--- config.mk ---
export PLATFORM = sky130hd
export DESIGN_NAME = fsfl_ctrl
export DESIGN_NICKNAME = d
export VERILOG_FILES = /design/src/rtl/core/fsfl_pkg.sv /design/src/rtl/core/fsfl_ctrl.sv
export SDC_FILE = /design/constraint.sdc
export NUM_CORES = 1
export LEC_CHECK = 0
export BUFFER_PORTS_ARGS = -buffer_cell sky130_fd_sc_hd__buf_2
export CAP_MARGIN = 0
export CORE_AREA = 2 2 39 41
export CTS_BUF_LIST = sky130_fd_sc_hd__clkbuf_2
export DETAILED_ROUTE_END_ITERATION = 12
export DIE_AREA = 0 0 41 43
export PLACE_DENSITY = 0.37
export SYNTH_ARGS = -nofsm -noshare
export SYNTH_HDL_FRONTEND = slang
export SYNTH_SLANG_ARGS = --single-unit
--- constraint.sdc ---
create_clock -name clk_i -period 2.7 [get_ports clk_i]
set_input_delay 0.54 -clock clk_i [delete_from_list [all_inputs] [get_ports clk_i]]
set_output_delay 0.54 -clock clk_i [all_outputs]
set_load 0.05 [all_outputs]
--- src/rtl/core/fsfl_pkg.sv ---
// Shared types and codes for the fixed slot free list allocator.
// Used by fsfl_ctrl, fsfl_dpath and the top level; depends on nothing.
package fsfl_pkg;

  localparam int unsigned OFS_W  = 17;
  localparam int unsigned CNT_W  = 15;
  localparam int unsigned FUNC_W = 2;
  localparam int unsigned STAT_W = 2;
  localparam int unsigned CFGI_W = 2;

  localparam logic [CNT_W-1:0] CNT_MAX = {CNT_W{1'b1}};
  localparam logic [OFS_W-1:0] MIN_STRIDE = OFS_W'(4);

  typedef enum logic [FUNC_W-1:0] {
    FUNC_ALLOC = 2'd0,
    FUNC_FREE  = 2'd1,
    FUNC_BUILD = 2'd2,
    FUNC_CLEAR = 2'd3
  } func_e;

  typedef enum logic [STAT_W-1:0] {
    STAT_OK    = 2'd0,
    STAT_EMPTY = 2'd1,
    STAT_RANGE = 2'd2
  } stat_e;

  typedef enum logic [CFGI_W-1:0] {
    CFG_REGION = 2'd0,
    CFG_STRIDE = 2'd1,
    CFG_FIRST  = 2'd2
  } cfg_idx_e;

  // controller -> datapath
  typedef struct packed {
    logic load_item;
    logic do_op;
    logic build_init;
    logic build_step;
    logic build_fin;
  } cmd_t;

  // datapath -> controller
  typedef struct packed {
    logic is_build;
    logic build_more;
    logic out_free;
  } sts_t;

endpackage

--- src/rtl/core/fsfl_ctrl.sv ---
// Sequencing FSM of the allocator: accept, execute, build walk.
// Depends on fsfl_pkg.
module fsfl_ctrl import fsfl_pkg::*; (
  input  logic clk_i,
  input  logic rst_ni,
  input  logic in_valid_i,
  output logic in_ready_o,
  input  sts_t sts_i,
  output cmd_t cmd_o
);

  localparam logic [1:0] S_IDLE  = 2'd0;
  localparam logic [1:0] S_EXEC  = 2'd1;
  localparam logic [1:0] S_BUILD = 2'd2;

  logic [1:0] state_q, state_d;

  always_comb begin
    state_d    = state_q;
    cmd_o      = '0;
    in_ready_o = 1'b0;
    unique case (state_q)
      S_IDLE: begin
        in_ready_o = 1'b1;
        if (in_valid_i) begin
          cmd_o.load_item = 1'b1;
          state_d = S_EXEC;
        end
      end
      S_EXEC: begin
        if (sts_i.is_build) begin
          cmd_o.build_init = 1'b1;
          state_d = S_BUILD;
        end else if (sts_i.out_free) begin
          cmd_o.do_op = 1'b1;
          state_d = S_IDLE;
        end
      end
      S_BUILD: begin
        if (sts_i.build_more) begin
          cmd_o.build_step = 1'b1;
        end else if (sts_i.out_free) begin
          cmd_o.build_fin = 1'b1;
          state_d = S_IDLE;
        end
      end
      default: begin
        state_d = S_IDLE;
      end
    endcase
  end

  always_ff @(posedge clk_i or negedge rst_ni) begin
    if (!rst_ni) begin
      state_q <= S_IDLE;
    end else begin
      state_q <= state_d;
    end
  end

  a_accept_to_exec: assert property (@(posedge clk_i) disable iff (!rst_ni)
    in_valid_i && in_ready_o |=> state_q == S_EXEC)
    else $error("accepted transfer did not enter execute");

  a_one_cmd: assert property (@(posedge clk_i) disable iff (!rst_ni)
    $onehot0(cmd_o))
    else $error("more than one command at once");

  a_build_exit: assert property (@(posedge clk_i) disable iff (!rst_ni)
    cmd_o.build_fin |-> !sts_i.build_more && state_q == S_BUILD)
    else $error("build finished early");

endmodule

* Yosys cells after proc, flatten, opt, wreduce, memory -nomap -nowiden
Index checks and enable logic that the tools add are counted.
** Operators by class
- Equality and inequality tests :: 4
- Muxes and demuxes :: 15
- Reductions and logical operators :: 2
** Operators by type and width (number)
- $mux 2 :: 6
- $mux 1 :: 8
- $pmux 2 s3 :: 1
- $ne 2x2->1 const B :: 2
- $eq 2x1->1 const B :: 1
- $eq 2x2->1 const B :: 1
- $logic_not 2->1 :: 1
- $reduce_and 2->1 :: 1
** Storage, ports and cells
- Bits in registers :: 2
- Bits of input ports :: 6
- Word-level logic and storage cells :: 22

* Depth between registers and ports, before layout
- Word-level depth :: 3
- Gate-level depth with buffers :: 2
- Mapped depth without buffers :: 2

* Least setup slack after synthesis
OpenSTA, ideal clock, no wires.
- Path kind :: in2out
- From :: input port sts_i[0] in the netlist's numbering
- To :: output port cmd_o[0] in the netlist's numbering
- Arrival time :: 1.401 ns
- Slack :: 0.759 ns
- Stages :: 2
- Path buffers :: 0
- Path through :: nor2b_1 > nor2b_1
** RTL lines
- start, declared :: RTL line fsfl_ctrl.sv:8 : input sts_t sts_i,
- end, declared :: RTL line fsfl_ctrl.sv:9 : output cmd_t cmd_o

==> metrics.md <==
| Metric | Value |
|---|---|
| Status | complete, no violations |
| Fin. Hold Viols | 0 |
| Starting density of the core | 9.67% |
| Die W | 41 um |
| Root cell of the clock tree | clkbuf_2 |
| Htree depth | 1 |
| Vias in the first global route | 135 |
| Rel. slew slack | 83.3% |
| Hold/Removal Path Class | in2async |
| Post-Synth XOR/XNOR Area | 0% |
| Post-route cell area | 224 um^2 |
| Crit path buf inv count | 1 |
| Post-route insts no fill | 45 |
| TritonCTS Buffers | 3 |
| Max reg flops | 2 |
| Clock tree from TritonCTS | yes |
| R2R depth | 2 |
| Leak pwr | 0.000121 uW |
| Critical Path, Cell by Cell | and4bb_2 > buf_2 |
| Crit. Startpoint | state_q[1]$_DFFE_PN0P_ |
| I/O Buffers | 11 |
| Max Cap Viol | 0 |
| Final Skew | 0.542 ps |
| Post-synth top area share | 37.4% |
| Synth Cell Area | 134 um^2 |
| Worst-path clk slew | 30 ps |
| Crit path time final | 1740 ps |
| Mux share of post-synthesis cell area | 0% |
| Synthesized Nets | 21 |
| Placed Area | 209 um^2 |
| Register with the most flip-flops | state_q |
| Synth Register Bits | 2 |
| Post-synth cell types | 11 |
| Nets | 37 |
| Regs by FF count | state_q: 2 flops |
| Placed Cells | 42 |
| Tot GR Track Use | 5.83% |
| Clock Latency Late Sink | 190 ps |
| Setup repair bufs after CTS | 0 |
| Place WS | 960 ps |
| Gpl congestion | 0.650 |
| Startpoint types | flop |
| Maximum clock rate | 575 MHz |
| # clock sinks | 2 |
| Slowest cell on crit path | dfrtp_1 |
| Power density cells | 1190 nW/um^2 |
| Post-CTS Hold Buffers | 0 |
| Ys Warns | 0 |
| Synth top area cells | dfrtp_1 37%, and4bb_2 9.3%, nor2b_1 9.3%, nor3b_2 9.3%, nor2_1 8.4% |
| CP Capture Type | output pin |
| Via-to-Cell Ratio | 3.33 |
| Final setup TNS | 0 ps |
| FP Rows | 14 |
| ANT nets after route | 0 |
| # IOs | 12 |
| Vias post-DR | 150 |
| CORE AREA | 1380 um^2 |
| Seq/Total Area, Yosys | 37.4% |
| Routed wire length per instance | 8.82 um |
| RSZ-0062 raised after global routing | false |
| Number of DRC markers in iteration 0 | 1 |
| First-pass DRT Iterations | 2 |
| Compound-cell area share of the yosys netlist | 4.67% |
| Crit path kind | reg2out |
| N_diodes | 0 |
| Post-CTS sizing | 0 |
| CP Depth | 2 |
| Total grt overflow | 0 |
| CP top delay family | flip-flops |
| # fillers | 162 |
| Post-synthesis simple-gate area fraction | 55.1% |
| Worst VDD drop | 0.329 mV |
| Final worst-path setup slack | 961 ps |
| Largest net degree at the start of global routing | 8 |
| DR DRC count | 0 |
| Worst R2R Start | state_q[1]$_DFFE_PN0P_ |
| Post-Synth Adder-Cell Area | 0% |
| Max-slew violations | 0 |
| Share of cells above drive strength 1 | 55.2% |
| Yosys top cell by area | dfrtp_1 |
| Tcrit/Tclk final | 64.4% |
| Mean post-synth cell area | 8.93 um^2 |
| Antenna violations before repair | 0 |
| Global-route wire length before repair | 607 um |
| DRT Wirelength | 397 um |
| CP Max Fanout | 7 |
| WHS | 129 ps |
| Crit path required time | 2160 ps |
| Synth Instances | 15 |
| Die Y | 43 um |
| Slowest cell delay on critical path | 440 ps |
| Area Overhead vs Synth | 67.3% |
| CTS max path bufs | 2 |
| Arrival time of the worst setup path | 1200 ps |
| Final Setup Violations | 0 |
| Worst-margin pin slew | 252 ps |
| Die area | 1760 um^2 |
| Main combinational cell family by area after synthesis | simple AND/OR/NAND/NOR gates |
[logic make-up after synthesis]
family | count (synthesis)
compound gates | 1
flops | 2
simple gates | 11
buf+inv | 1
[path summary, 6_finish.rpt]
check	end	slack, ps
max	cmd_o[3]	960
max reg2reg	state_q[0]$_DFFE_PN0P_	1770
min reg2reg	state_q[1]$_DFFE_PN0P_	600
min in group clk_i	state_q[1]$_DFFE_PN0P_	600
max in group asynchronous	state_q[0]$_DFFE_PN0P_	2480
min	state_q[1]$_DFFE_PN0P_	130
[per-stage QoR]
| step | utilization, % | total power, uW |
|---|---|---|
| floorplan | - | 184 |
| global placement | 15.1 | 222 |
| detailed placement | 15.1 | 221 |
| CTS | 16.2 | 272 |
| global route | 16.2 | 284 |
| finish | 16.2 | 266 |
[cell usage after synthesis (all sizes together)]
| cell type | n |
|---|---|
| nor2 | 3 |
| dfrtp | 2 |
| nor2b | 2 |
| and4bb | 1 |
| inv | 1 |
| nand2 | 1 |
| nand2b | 1 |
| nor3b | 1 |
| nor4b | 1 |
| o22ai | 1 |
| or2 | 1 |
[per-layer routing]
layer / part of all wire (%) / global-route usage [%] / vias to the layer above
met5: 0 / 0 / -
met4: 1.5 / 4.00 / 0
met3: 17 / 6.81 / 2
met2: 25 / 4.69 / 14
met1: 55 / 7.74 / 54
li1: - / - / 80
[power by group]
part / internal [uW] / switching [uW]
clock: 29.5 / 16.4
sequential: 42.7 / 21.9
combinational: 41.3 / 114
total: 113 / 152
[layout by cell type (no fill, tap or decap), drive strengths merged]
cell type,count
nand2b,1
or2,1
o22ai,1
nor2b,2
nor4b,1
nand2,1
nor2,3
nor3b,1
and4bb,1
dfrtp,2
clkbuf,3
inv,1
buf,11
[final cells by class]
class / instances / area (um^2) / share of cell area [%]
clock buffers: 3 / 15.0 / 6.70
inverters: 1 / 3.75 / 1.68
multi-input cells: 12 / 80.1 / 35.8
flip-flops and latches: 2 / 50.0 / 22.3
well taps: 16 / 20.0 / 8.94
repair buffers: 11 / 55.1 / 24.6
[worst reg2reg max path: stages (launching register included)]
cell	delay (ps)
dfrtp_1	440
nor4b_1	300
or2_1	130
Power figures use the tool's default switching activity.
